**src/rtl/mcc_pkg.sv**
```systemverilog
// Shared widths, codes and defaults for the MOSI coherence controller.
`timescale 1ns / 1ps

package mcc_pkg;

   localparam int unsigned LINES_DEFAULT = 1024;

   localparam int unsigned OP_W   = 3;
   localparam int unsigned ADDR_W = 32;
   localparam int unsigned NODE_W = 4;
   localparam int unsigned BUS_W  = 2;
   localparam int unsigned ST_W   = 3;
   localparam int unsigned CNT_W  = 32;

   localparam logic [OP_W-1:0] OP_LOAD  = 3'd0;
   localparam logic [OP_W-1:0] OP_STORE = 3'd1;
   localparam logic [OP_W-1:0] OP_GETS  = 3'd2;
   localparam logic [OP_W-1:0] OP_GETM  = 3'd3;
   localparam logic [OP_W-1:0] OP_DATA  = 3'd4;

   localparam logic [BUS_W-1:0] BUS_NONE = 2'd0;
   localparam logic [BUS_W-1:0] BUS_GETS = 2'd1;
   localparam logic [BUS_W-1:0] BUS_GETM = 2'd2;

   localparam logic [ST_W-1:0] ST_I  = 3'd0;
   localparam logic [ST_W-1:0] ST_S  = 3'd1;
   localparam logic [ST_W-1:0] ST_O  = 3'd2;
   localparam logic [ST_W-1:0] ST_M  = 3'd3;
   localparam logic [ST_W-1:0] ST_IS = 3'd4;
   localparam logic [ST_W-1:0] ST_IM = 3'd5;
   localparam logic [ST_W-1:0] ST_OM = 3'd6;

   typedef struct packed {
      logic [BUS_W-1:0]  bus_request;
      logic              supply_data;
      logic [NODE_W-1:0] supply_dest;
      logic              reply_to_proc;
      logic              miss;
      logic              illegal;
      logic [ST_W-1:0]   new_state;
   } mcc_act_type;

endpackage

```
**src/rtl/mcc_req_if.sv**
```systemverilog
// Request channel: processor accesses and snooped bus messages.
`timescale 1ns / 1ps

interface mcc_req_if import mcc_pkg::*; ();
   logic              valid;
   logic              ready;
   logic [OP_W-1:0]   op;
   logic [ADDR_W-1:0] line_addr;
   logic [NODE_W-1:0] requester;

   modport source (output valid, output op, output line_addr, output requester,
                   input ready);
   modport sink   (input valid, input op, input line_addr, input requester,
                   output ready);
endinterface

```
**src/rtl/mcc_rsp_if.sv**
```systemverilog
// Response channel: coherence actions and resulting line state.
`timescale 1ns / 1ps

interface mcc_rsp_if import mcc_pkg::*; ();
   logic              valid;
   logic              ready;
   logic [BUS_W-1:0]  bus_request;
   logic              supply_data;
   logic [NODE_W-1:0] supply_dest;
   logic              reply_to_proc;
   logic [ADDR_W-1:0] out_addr;
   logic              miss;
   logic [CNT_W-1:0]  miss_total;
   logic              illegal;
   logic [ST_W-1:0]   new_state;

   modport source (output valid, output bus_request, output supply_data,
                   output supply_dest, output reply_to_proc, output out_addr,
                   output miss, output miss_total, output illegal, output new_state,
                   input ready);
   modport sink   (input valid, input bus_request, input supply_data,
                   input supply_dest, input reply_to_proc, input out_addr,
                   input miss, input miss_total, input illegal, input new_state,
                   output ready);
endinterface

```
**src/rtl/mcc_ram.sv**
```systemverilog
// Generic single-write, single-read RAM with registered read data.
`timescale 1ns / 1ps

module mcc_ram #(
   parameter int unsigned WIDTH = 8,
   parameter int unsigned DEPTH = 16
) (
   input  logic                                        clock,
   input  logic                                        we,
   input  logic [((DEPTH > 1) ? $clog2(DEPTH) : 1)-1:0] waddr,
   input  logic [WIDTH-1:0]                            wdata,
   input  logic                                        re,
   input  logic [((DEPTH > 1) ? $clog2(DEPTH) : 1)-1:0] raddr,
   output logic [WIDTH-1:0]                            rdata
);

   logic [WIDTH-1:0] mem [DEPTH];
   logic [WIDTH-1:0] rdata_ff;

   always_ff @(posedge clock) begin
      if (we) begin
         mem[waddr] <= wdata;
      end
      if (re) begin
         rdata_ff <= mem[raddr];
      end
   end

   assign rdata = rdata_ff;

endmodule

```
**src/rtl/mosi_coherence_controller_core.sv**
```systemverilog
// Top level of the snooping MOSI coherence controller with line state RAM.
`timescale 1ns / 1ps
//
//  channel   dir  handshake        transaction contents
//  req_ch    in   valid / ready    op, line_addr, requester
//  rsp_ch    out  valid / ready    bus_request, supply_data, supply_dest, reply_to_proc,
//                                  out_addr, miss, miss_total, illegal, new_state
//
//  One transaction per cycle sustained while rsp_ch is ready.
//  Stages: index reduction (line_addr mod LINES, three stages), then state RAM read,
//  whose registered data is updated and written back in the last stage.
//  A write-back register forwards the latest line state to a following access.
//  After reset, the state RAM is cleared to I line by line; req_ch.ready is low meanwhile.
//  A stalled rsp_ch freezes the whole pipeline.

module mosi_coherence_controller_core import mcc_pkg::*; #(
   parameter int unsigned LINES = LINES_DEFAULT
) (
   input logic        clock,
   input logic        reset,
   mcc_req_if.sink    req_ch,
   mcc_rsp_if.source  rsp_ch
);

   localparam int unsigned IDX_W = (LINES > 1) ? $clog2(LINES) : 1;
   localparam int unsigned X_W   = 26;
   localparam int unsigned M_W   = X_W + 1;
   localparam int unsigned RED_W = 17;
   localparam int unsigned W_W   = 16;
   localparam logic [M_W-1:0]   RECIP  = M_W'((64'd1 << X_W) / LINES);
   localparam logic [W_W-1:0]   WGT0   = W_W'(64'd1 % LINES);
   localparam logic [W_W-1:0]   WGT1   = W_W'((64'd1 << 8) % LINES);
   localparam logic [W_W-1:0]   WGT2   = W_W'((64'd1 << 16) % LINES);
   localparam logic [W_W-1:0]   WGT3   = W_W'((64'd1 << 24) % LINES);
   localparam logic [RED_W-1:0] LINES_C = RED_W'(LINES);
   localparam logic [IDX_W-1:0] LAST_IDX = IDX_W'(LINES - 1);
   localparam logic [CNT_W-1:0] CNT_MAX = '1;

   logic advance;
   logic accept;

   logic clear_active_ff;
   logic [IDX_W-1:0] clear_idx_ff;

   logic v1_ff, v2_ff, v3_ff, v4_ff;
   logic [OP_W-1:0]   op1_ff, op2_ff, op3_ff, op4_ff;
   logic [ADDR_W-1:0] addr1_ff, addr2_ff, addr3_ff, addr4_ff;
   logic [NODE_W-1:0] req1_ff, req2_ff, req3_ff, req4_ff;
   logic [X_W-1:0]    x_in, x1_ff, x2_ff;
   logic [X_W+M_W-1:0] prod_in;
   logic [X_W-1:0]    q2_ff;
   logic [X_W+RED_W-1:0] ql_in;
   logic [X_W-1:0]    r_full_in;
   logic [RED_W-1:0]  r3_ff;
   logic [RED_W-1:0]  r_fix_in;
   logic [IDX_W-1:0]  idx_rd_in, idx4_ff;

   logic [ST_W-1:0]  ram_rdata;
   logic             ram_we;
   logic [IDX_W-1:0] ram_waddr;
   logic [ST_W-1:0]  ram_wdata;

   logic             fwd_valid_ff;
   logic [IDX_W-1:0] fwd_idx_ff;
   logic [ST_W-1:0]  fwd_state_ff;
   logic [ST_W-1:0]  cur_state;
   mcc_act_type      act;
   logic             is_store;
   logic             commit;

   logic [CNT_W-1:0] miss_count_ff, miss_count_in;

   logic              rsp_valid_ff;
   mcc_act_type       rsp_act_ff;
   logic [ADDR_W-1:0] rsp_addr_ff;
   logic [CNT_W-1:0]  rsp_total_ff;

   assign advance      = !rsp_valid_ff || rsp_ch.ready;
   assign req_ch.ready = advance && !clear_active_ff;
   assign accept       = req_ch.valid && req_ch.ready;
   assign commit       = v4_ff && advance;

   // line_addr mod LINES: byte-weighted fold, reciprocal quotient, one correction
   assign x_in = (X_W'(req_ch.line_addr[7:0]) * X_W'(WGT0))
               + (X_W'(req_ch.line_addr[15:8]) * X_W'(WGT1))
               + (X_W'(req_ch.line_addr[23:16]) * X_W'(WGT2))
               + (X_W'(req_ch.line_addr[31:24]) * X_W'(WGT3));
   assign prod_in   = x1_ff * RECIP;
   assign ql_in     = q2_ff * LINES_C;
   assign r_full_in = x2_ff - ql_in[X_W-1:0];
   assign r_fix_in  = (r3_ff >= LINES_C) ? (r3_ff - LINES_C) : r3_ff;
   assign idx_rd_in = r_fix_in[IDX_W-1:0];

   always_ff @(posedge clock) begin
      if (reset) begin
         clear_active_ff <= 1'b1;
         clear_idx_ff    <= '0;
      end else if (clear_active_ff) begin
         if (clear_idx_ff == LAST_IDX) begin
            clear_active_ff <= 1'b0;
         end
         clear_idx_ff <= clear_idx_ff + 1'b1;
      end
   end

   always_ff @(posedge clock) begin
      if (reset) begin
         v1_ff <= 1'b0;
         v2_ff <= 1'b0;
         v3_ff <= 1'b0;
         v4_ff <= 1'b0;
      end else if (advance) begin
         v1_ff <= accept;
         v2_ff <= v1_ff;
         v3_ff <= v2_ff;
         v4_ff <= v3_ff;
      end
   end

   always_ff @(posedge clock) begin
      if (advance) begin
         op1_ff   <= req_ch.op;
         addr1_ff <= req_ch.line_addr;
         req1_ff  <= req_ch.requester;
         x1_ff    <= x_in;
         op2_ff   <= op1_ff;
         addr2_ff <= addr1_ff;
         req2_ff  <= req1_ff;
         x2_ff    <= x1_ff;
         q2_ff    <= prod_in[X_W+X_W-1:X_W];
         op3_ff   <= op2_ff;
         addr3_ff <= addr2_ff;
         req3_ff  <= req2_ff;
         r3_ff    <= r_full_in[RED_W-1:0];
         op4_ff   <= op3_ff;
         addr4_ff <= addr3_ff;
         req4_ff  <= req3_ff;
         idx4_ff  <= idx_rd_in;
      end
   end

   assign ram_we    = clear_active_ff || commit;
   assign ram_waddr = clear_active_ff ? clear_idx_ff : idx4_ff;
   assign ram_wdata = clear_active_ff ? ST_I : act.new_state;

   mcc_ram #(
      .WIDTH (ST_W),
      .DEPTH (LINES)
   ) u_state_ram (
      .clock (clock),
      .we    (ram_we),
      .waddr (ram_waddr),
      .wdata (ram_wdata),
      .re    (advance),
      .raddr (idx_rd_in),
      .rdata (ram_rdata)
   );

   always_ff @(posedge clock) begin
      if (reset) begin
         fwd_valid_ff <= 1'b0;
      end else if (commit) begin
         fwd_valid_ff <= 1'b1;
      end
   end

   always_ff @(posedge clock) begin
      if (commit) begin
         fwd_idx_ff   <= idx4_ff;
         fwd_state_ff <= act.new_state;
      end
   end

   assign cur_state = (fwd_valid_ff && (fwd_idx_ff == idx4_ff)) ? fwd_state_ff : ram_rdata;
   assign is_store  = (op4_ff == OP_STORE);

   always_comb begin
      act             = '0;
      act.bus_request = BUS_NONE;
      act.new_state   = cur_state;
      unique case (op4_ff)
         OP_LOAD, OP_STORE: begin
            unique case (cur_state)
               ST_I: begin
                  act.bus_request = is_store ? BUS_GETM : BUS_GETS;
                  act.new_state   = is_store ? ST_IM : ST_IS;
                  act.miss        = 1'b1;
               end
               ST_S: begin
                  if (is_store) begin
                     act.bus_request = BUS_GETM;
                     act.new_state   = ST_IM;
                     act.miss        = 1'b1;
                  end else begin
                     act.reply_to_proc = 1'b1;
                  end
               end
               ST_O: begin
                  if (is_store) begin
                     act.bus_request = BUS_GETM;
                     act.new_state   = ST_OM;
                     act.miss        = 1'b1;
                  end else begin
                     act.reply_to_proc = 1'b1;
                  end
               end
               ST_M: begin
                  act.reply_to_proc = 1'b1;
               end
               default: begin
                  act.illegal = 1'b1;
               end
            endcase
         end
         OP_GETS, OP_GETM, OP_DATA: begin
            unique case (cur_state)
               ST_I: begin
               end
               ST_S: begin
                  if (op4_ff == OP_GETM) begin
                     act.new_state = ST_I;
                  end else if (op4_ff == OP_DATA) begin
                     act.illegal = 1'b1;
                  end
               end
               ST_O: begin
                  if (op4_ff == OP_DATA) begin
                     act.illegal = 1'b1;
                  end else begin
                     act.supply_data = 1'b1;
                     if (op4_ff == OP_GETM) begin
                        act.new_state = ST_I;
                     end
                  end
               end
               ST_M: begin
                  if (op4_ff == OP_DATA) begin
                     act.illegal = 1'b1;
                  end else begin
                     act.supply_data = 1'b1;
                     act.new_state   = (op4_ff == OP_GETM) ? ST_I : ST_O;
                  end
               end
               ST_IS: begin
                  if (op4_ff == OP_DATA) begin
                     act.reply_to_proc = 1'b1;
                     act.new_state     = ST_S;
                  end
               end
               ST_IM: begin
                  if (op4_ff == OP_DATA) begin
                     act.reply_to_proc = 1'b1;
                     act.new_state     = ST_M;
                  end
               end
               ST_OM: begin
                  if (op4_ff == OP_DATA) begin
                     act.reply_to_proc = 1'b1;
                     act.new_state     = ST_M;
                  end else begin
                     act.supply_data = 1'b1;
                     if (op4_ff == OP_GETM) begin
                        act.new_state = ST_IM;
                     end
                  end
               end
               default: begin
                  act.illegal = 1'b1;
               end
            endcase
         end
         default: begin
            act.illegal = 1'b1;
         end
      endcase
      act.supply_dest = act.supply_data ? req4_ff : '0;
   end

   assign miss_count_in = (act.miss && (miss_count_ff != CNT_MAX)) ? (miss_count_ff + 1'b1)
                                                                    : miss_count_ff;

   always_ff @(posedge clock) begin
      if (reset) begin
         miss_count_ff <= '0;
      end else if (commit) begin
         miss_count_ff <= miss_count_in;
      end
   end

   always_ff @(posedge clock) begin
      if (reset) begin
         rsp_valid_ff <= 1'b0;
      end else if (advance) begin
         rsp_valid_ff <= v4_ff;
      end
   end

   always_ff @(posedge clock) begin
      if (commit) begin
         rsp_act_ff   <= act;
         rsp_addr_ff  <= addr4_ff;
         rsp_total_ff <= miss_count_in;
      end
   end

   assign rsp_ch.valid         = rsp_valid_ff;
   assign rsp_ch.bus_request   = rsp_act_ff.bus_request;
   assign rsp_ch.supply_data   = rsp_act_ff.supply_data;
   assign rsp_ch.supply_dest   = rsp_act_ff.supply_dest;
   assign rsp_ch.reply_to_proc = rsp_act_ff.reply_to_proc;
   assign rsp_ch.out_addr      = rsp_addr_ff;
   assign rsp_ch.miss          = rsp_act_ff.miss;
   assign rsp_ch.miss_total    = rsp_total_ff;
   assign rsp_ch.illegal       = rsp_act_ff.illegal;
   assign rsp_ch.new_state     = rsp_act_ff.new_state;

   a_clear_pipe_empty: assert property (@(posedge clock) disable iff (reset)
      clear_active_ff |-> !(v1_ff || v2_ff || v3_ff || v4_ff))
      else $error("transaction in flight during state RAM clear");

   a_illegal_quiet: assert property (@(posedge clock) disable iff (reset)
      (rsp_valid_ff && rsp_act_ff.illegal) |->
         (rsp_act_ff.bus_request == BUS_NONE) && !rsp_act_ff.supply_data &&
         !rsp_act_ff.reply_to_proc && !rsp_act_ff.miss)
      else $error("illegal transaction produced an action");

   a_miss_monotonic: assert property (@(posedge clock) disable iff (reset)
      !$past(reset) |-> (miss_count_ff >= $past(miss_count_ff)))
      else $error("miss count decreased");

   a_written_state_legal: assert property (@(posedge clock) disable iff (reset)
      commit |-> (act.new_state <= ST_OM))
      else $error("undefined line state written");

endmodule

```
**src/flat_wrapper.sv**
```systemverilog
// flat-port wrapper written by rule: the top's interface ports become plain ports
module mosi_coherence_controller_core_flat import mcc_pkg::*;
#(
   parameter int unsigned LINES = LINES_DEFAULT
)
  (clock, reset, req_ch_valid, req_ch_op, req_ch_line_addr, req_ch_requester, req_ch_ready, rsp_ch_valid, rsp_ch_bus_request, rsp_ch_supply_data, rsp_ch_supply_dest, rsp_ch_reply_to_proc, rsp_ch_out_addr, rsp_ch_miss, rsp_ch_miss_total, rsp_ch_illegal, rsp_ch_new_state, rsp_ch_ready);
  mcc_req_if req_ch_i ();
  mcc_rsp_if rsp_ch_i ();
  input logic clock;
  input logic reset;
  input wire logic [$bits(req_ch_i.valid)-1:0] req_ch_valid;
  input wire logic [$bits(req_ch_i.op)-1:0] req_ch_op;
  input wire logic [$bits(req_ch_i.line_addr)-1:0] req_ch_line_addr;
  input wire logic [$bits(req_ch_i.requester)-1:0] req_ch_requester;
  output wire logic [$bits(req_ch_i.ready)-1:0] req_ch_ready;
  output wire logic [$bits(rsp_ch_i.valid)-1:0] rsp_ch_valid;
  output wire logic [$bits(rsp_ch_i.bus_request)-1:0] rsp_ch_bus_request;
  output wire logic [$bits(rsp_ch_i.supply_data)-1:0] rsp_ch_supply_data;
  output wire logic [$bits(rsp_ch_i.supply_dest)-1:0] rsp_ch_supply_dest;
  output wire logic [$bits(rsp_ch_i.reply_to_proc)-1:0] rsp_ch_reply_to_proc;
  output wire logic [$bits(rsp_ch_i.out_addr)-1:0] rsp_ch_out_addr;
  output wire logic [$bits(rsp_ch_i.miss)-1:0] rsp_ch_miss;
  output wire logic [$bits(rsp_ch_i.miss_total)-1:0] rsp_ch_miss_total;
  output wire logic [$bits(rsp_ch_i.illegal)-1:0] rsp_ch_illegal;
  output wire logic [$bits(rsp_ch_i.new_state)-1:0] rsp_ch_new_state;
  input wire logic [$bits(rsp_ch_i.ready)-1:0] rsp_ch_ready;
  assign req_ch_i.valid = req_ch_valid;
  assign req_ch_i.op = req_ch_op;
  assign req_ch_i.line_addr = req_ch_line_addr;
  assign req_ch_i.requester = req_ch_requester;
  assign req_ch_ready = req_ch_i.ready;
  assign rsp_ch_valid = rsp_ch_i.valid;
  assign rsp_ch_bus_request = rsp_ch_i.bus_request;
  assign rsp_ch_supply_data = rsp_ch_i.supply_data;
  assign rsp_ch_supply_dest = rsp_ch_i.supply_dest;
  assign rsp_ch_reply_to_proc = rsp_ch_i.reply_to_proc;
  assign rsp_ch_out_addr = rsp_ch_i.out_addr;
  assign rsp_ch_miss = rsp_ch_i.miss;
  assign rsp_ch_miss_total = rsp_ch_i.miss_total;
  assign rsp_ch_illegal = rsp_ch_i.illegal;
  assign rsp_ch_new_state = rsp_ch_i.new_state;
  assign rsp_ch_i.ready = rsp_ch_ready;
  mosi_coherence_controller_core #(.LINES(LINES)) u_core (.clock(clock), .reset(reset), .req_ch(req_ch_i), .rsp_ch(rsp_ch_i));
endmodule
```
**config.mk**
```make
export PLATFORM = sky130hd
export DESIGN_NAME = mosi_coherence_controller_core_flat
export DESIGN_NICKNAME = d
export VERILOG_FILES = /design/src/rtl/mcc_pkg.sv /design/src/rtl/mcc_req_if.sv /design/src/rtl/mcc_rsp_if.sv /design/src/rtl/mcc_ram.sv /design/src/rtl/mosi_coherence_controller_core.sv /design/src/flat_wrapper.sv
export SDC_FILE = /design/constraint.sdc
export NUM_CORES = 2
export LEC_CHECK = 0
export ABC_AREA = 1
export BUFFER_PORTS_ARGS = -buffer_cell sky130_fd_sc_hd__buf_4
export CORE_MARGIN = 4
export CORE_UTILIZATION = 50
export DETAILED_ROUTE_END_ITERATION = 10
export MAX_ROUTING_LAYER = met4
export PLACE_DENSITY = 0.69
export REMOVE_ABC_BUFFERS = 1
export SLEW_MARGIN = 20
export SYNTH_ARGS = -nofsm -noshare
export SYNTH_HDL_FRONTEND = slang
export SYNTH_SLANG_ARGS = --single-unit
```
**constraint.sdc**
```tcl
create_clock -name clock -period 34 [get_ports clock]
set_input_delay 5.1 -clock clock [delete_from_list [all_inputs] [get_ports clock]]
set_output_delay 5.1 -clock clock [all_outputs]
set_load 0.05 [all_outputs]
```
==> summary.txt <==
Flow run
  • Max-Cap Viols: 0

Worst hold path
  • Hold path start: u_core.addr2_ff[30]$_DFFE_PN_
  • Worst min path class: flop to flop
  • Hold endpoint: u_core.addr3_ff[30]$_DFFE_PN_
  • WHS Path Cells: 0

Die
  • Io pins: 122
  • Core region area: 276,700 µm²
  • Initial cell density of the core: 0.5029
  • Die ar.: ~290,000 µm²
  • Chip height: 535.6 µm
  • Core Rows: about 190
  • Die X: roughly 540 µm

Setup path
  • Crit path buffers/inverters: 2
  • CP delay by family, top: simple AND/OR/NAND/NOR gates
  • CP cell instances: buf_4 -> nor2_1 -> nor2_1 -> buf_4
  • Reg2reg setup slack: 27.14 ns
  • CP Max Fanout: 8
  • Worst EP required: around 29 ns
  • Crit-path slowest cell: nor2_1
  • Element type at the critical path start: primary input
  • RR Endpoint: u_core.u_state_ram.mem[592][1]$_DFFE_PP_
  • Arr. time, crit path: 6.18 ns
  • Path depth of the worst reg2reg path: 16
  • CP max stage delay: a little under 0.6 ns
  • Worst r2r src: u_core.rsp_ch.out_addr[9]$_DFFE_PP_
  • Kind of critical path: primary input to primary output
  • CP Depth: 4
  • CP Capture Type: primary output

Final layout
  • Commonest cells after routing, fill and taps aside: 3,327 x nand2_1, 3,308 x edfxtp_1, 3,087 x nand3_1
  • Share of cells above drive strength 1: 0.07280
  • Final cell count without fillers: roughly 16,000
  • Fillers: about 23,000
  • Sequential Area: about 100,000 µm²
  • Nets: between 10,000 and 15,000
  • Utilization after layout: 0.5522
  • Commonest non-fill, non-tap cell in the layout: nand2_1
  • Area growth, synth to finish: 9.793%
  • Multi-input gate area: approximately 34,000 µm²

CTS
  • CTS Hold Bufs: 0
  • Clock Latency Late Sink: ~0.95 ns
  • Post-cts sizing count: 0
  • Longest Clk Path Bufs: 4
  • Clock-pin slew of the registers on the worst-case setup and hold paths: around 0.060 ns
  • Clock Tree Root: clkbuf_16
  • H-tree Lvls: 5
  • CTS Sinks: 3,357
  • Post CTS Setup Buffer Count: 0
  • Number of buffers created by CTS: ~340
  • TritonCTS clock tree: done

Place
  • Port Buffers: between 100 and 150
  • Detail Placement HPWL: around 200,000 µm
  • GPL Wtd Cong: about 0.9
  • Placed cell count: ~15,000

Yosys
  • Post-Syn Instances: 12,250
  • Synth Area per Inst: between 10 and 15 µm²
  • Synth cell types: 46
  • Number of flops mapped to enable cells by yosys: roughly 3,300
  • Seq cells post-synth: approximately 3,400
  • Synth async-reset ratio: 0
  • Yosys top cell by area: edfxtp_1
  • Seq/Total Area, Yosys: 0.7208
  • Netlist area before placement: 139,200 µm²
  • Post-synth top area share: 0.7137
  • Top area cells in the synthesized netlist: edfxtp_1 71%, nand3_1 11%, nand2_1 9.0%
  • Ys flop type: edfxtp_1
  • Yosys warnings: 0

Timing
  • RSZ-0062 raised after global routing: false
  • Pins Over Slew Limit: 0
  • TNS Setup: 0 ns
  • Final worst path period share: 0.3318
  • Final Hold Vio Count: 0
  • Fmax: slightly below 90 MHz
  • Least-Margin Pin Slew: 1.183 ns
  • Rel. slew slack: 0.2114
  • Worst clock skew: about 0.043 ns
  • Final setup violation count: 0
  • Fin crit period: around 11 ns

Status
  • Status: completed

Drt
  • Drc violations: 0
  • Per-cell routed wire length: around 23 µm
  • Detailed Route Iter0 Violations: ~12,000
  • Post-route ant nets: 0
  • Via count: 93,890
  • Final wirelength: roughly 370,000 µm
  • Vias/cell: 5.888
  • First-pass DRT Iterations: 9

Global routing
  • First-pass GRT wire length: 544,800 µm
  • Vias in the first global route: between 90,000 and 100k
  • Antenna violations before repair: 19
  • Total track usage: 0.2574
  • GRT Residual Overflow: 0
  • Pin count of the biggest net entering global routing: ~230

Pwr
  • Tot Pwr: 8.396 mW
  • Worst vdd ir: around 0.048 mV
  • Leakage: 56.43 nW
  • P per Cell Area: 54.94 nW/µm²
-- final cells by class --
cell class | instances | area share
well taps | 3705 | 0.03034
clock inverters | 166 | 0.009007
repair buffers | 279 | 0.01482
multi-input cells | 7825 | 0.2255
clock buffers | 424 | 0.05892
diodes | 16 | 0.0002620
flip-flops and latches | 3357 | 0.6565
inverters | 175 | 0.004634
-- through the flow --
stage / hold WS (ns) / setup slack, ns / instance area [µm²]
after global placement: 0.4003 / 22.70 / 142400
after detailed placement: 0.4045 / 22.72 / 142400
after CTS: 0.4170 / 22.72 / 152700
final: 0.4142 / 22.72 / 152800
after floorplan: 0.4003 / -79.60 / 135200
after global routing: 0.4224 / 22.64 / 152800
-- synthesized netlist by cell type, types with 2 or more instances --
cell and instances:
o21ai_2 3, o21ai_1 3, nor3b_1 2, buf_2 374, nor2_4 3, inv_2 9
edfxtp_1 3308, nand3_4 2, inv_1 161, nor4_1 6, buf_1 104, nor3_1 30
buf_4 20, buf_6 4, xor2_1 30, clkinv_1 3, buf_12 3, dfxtp_1 49
nand2_2 15, nand3_1 3093, o211ai_1 2, nand2_1 3348, ha_1 2, nor2_1 1140
nand3_2 35, nor2_2 6, nand4_1 18, a21oi_1 31, clkbuf_1 383, nand2_4 33
o21ai_0 14
-- registers in the layout, summed over array words and instances (netlist names), 4 cells and up --
register                   cells
u_core.addr1_ff               32
u_core.addr2_ff               32
u_core.addr3_ff               22
u_core.addr4_ff               23
u_core.clear_idx_ff           10
u_core.idx4_ff                 9
u_core.miss_count_ff          32
u_core.r3_ff                  10
u_core.req1_ff                 4
u_core.req2_ff                 4
u_core.req3_ff                 4
u_core.req4_ff                 4
u_core.rsp_ch.miss_total      32
u_core.rsp_ch.out_addr        32
u_core.rsp_ch.supply_dest      4
u_core.u_state_ram.mem      3072
-- where the power goes --
group | internal [mW] | leakage [nW] | switching (mW)
sequential | 4.49 | 37.5 | 0.00496
clock | 2.02 | 5.07 | 1.50
combinational | 0.0895 | 13.9 | 0.281
-- logic make-up after synthesis --
group | after synthesis | share of synthesized area
compound gates | 54 | 0.002086
flops | 3357 | 0.7208
xor+xnor | 30 | 0.001888
simple gates | 7739 | 0.2416
fa+ha+maj | 2 | 0.0001798
buf+inv | 1067 | 0.03344
-- how the worst max path moves through the flow --
stage,start,end,slack (ns)
2_1_floorplan,u_core.r3_ff[0]$_DFFE_PN_,u_core.u_state_ram.rdata[0]$_DFFE_PN_,-79.60
3_3_place_gp,rsp_ch_ready,req_ch_ready,22.70
3_5_place_dp,rsp_ch_ready,req_ch_ready,22.72
4_1_cts,rsp_ch_ready,req_ch_ready,22.72
5_1_grt,rsp_ch_ready,req_ch_ready,22.64
6_report,rsp_ch_ready,req_ch_ready,22.72
-- metal layers --
layer  global-route usage  wire [µm]
met5                    -          0
met4               0.1102      16050
met3              0.04670      38850
met2               0.4019     170600
met1               0.3332     140000
Power figures use the tool's default switching activity.
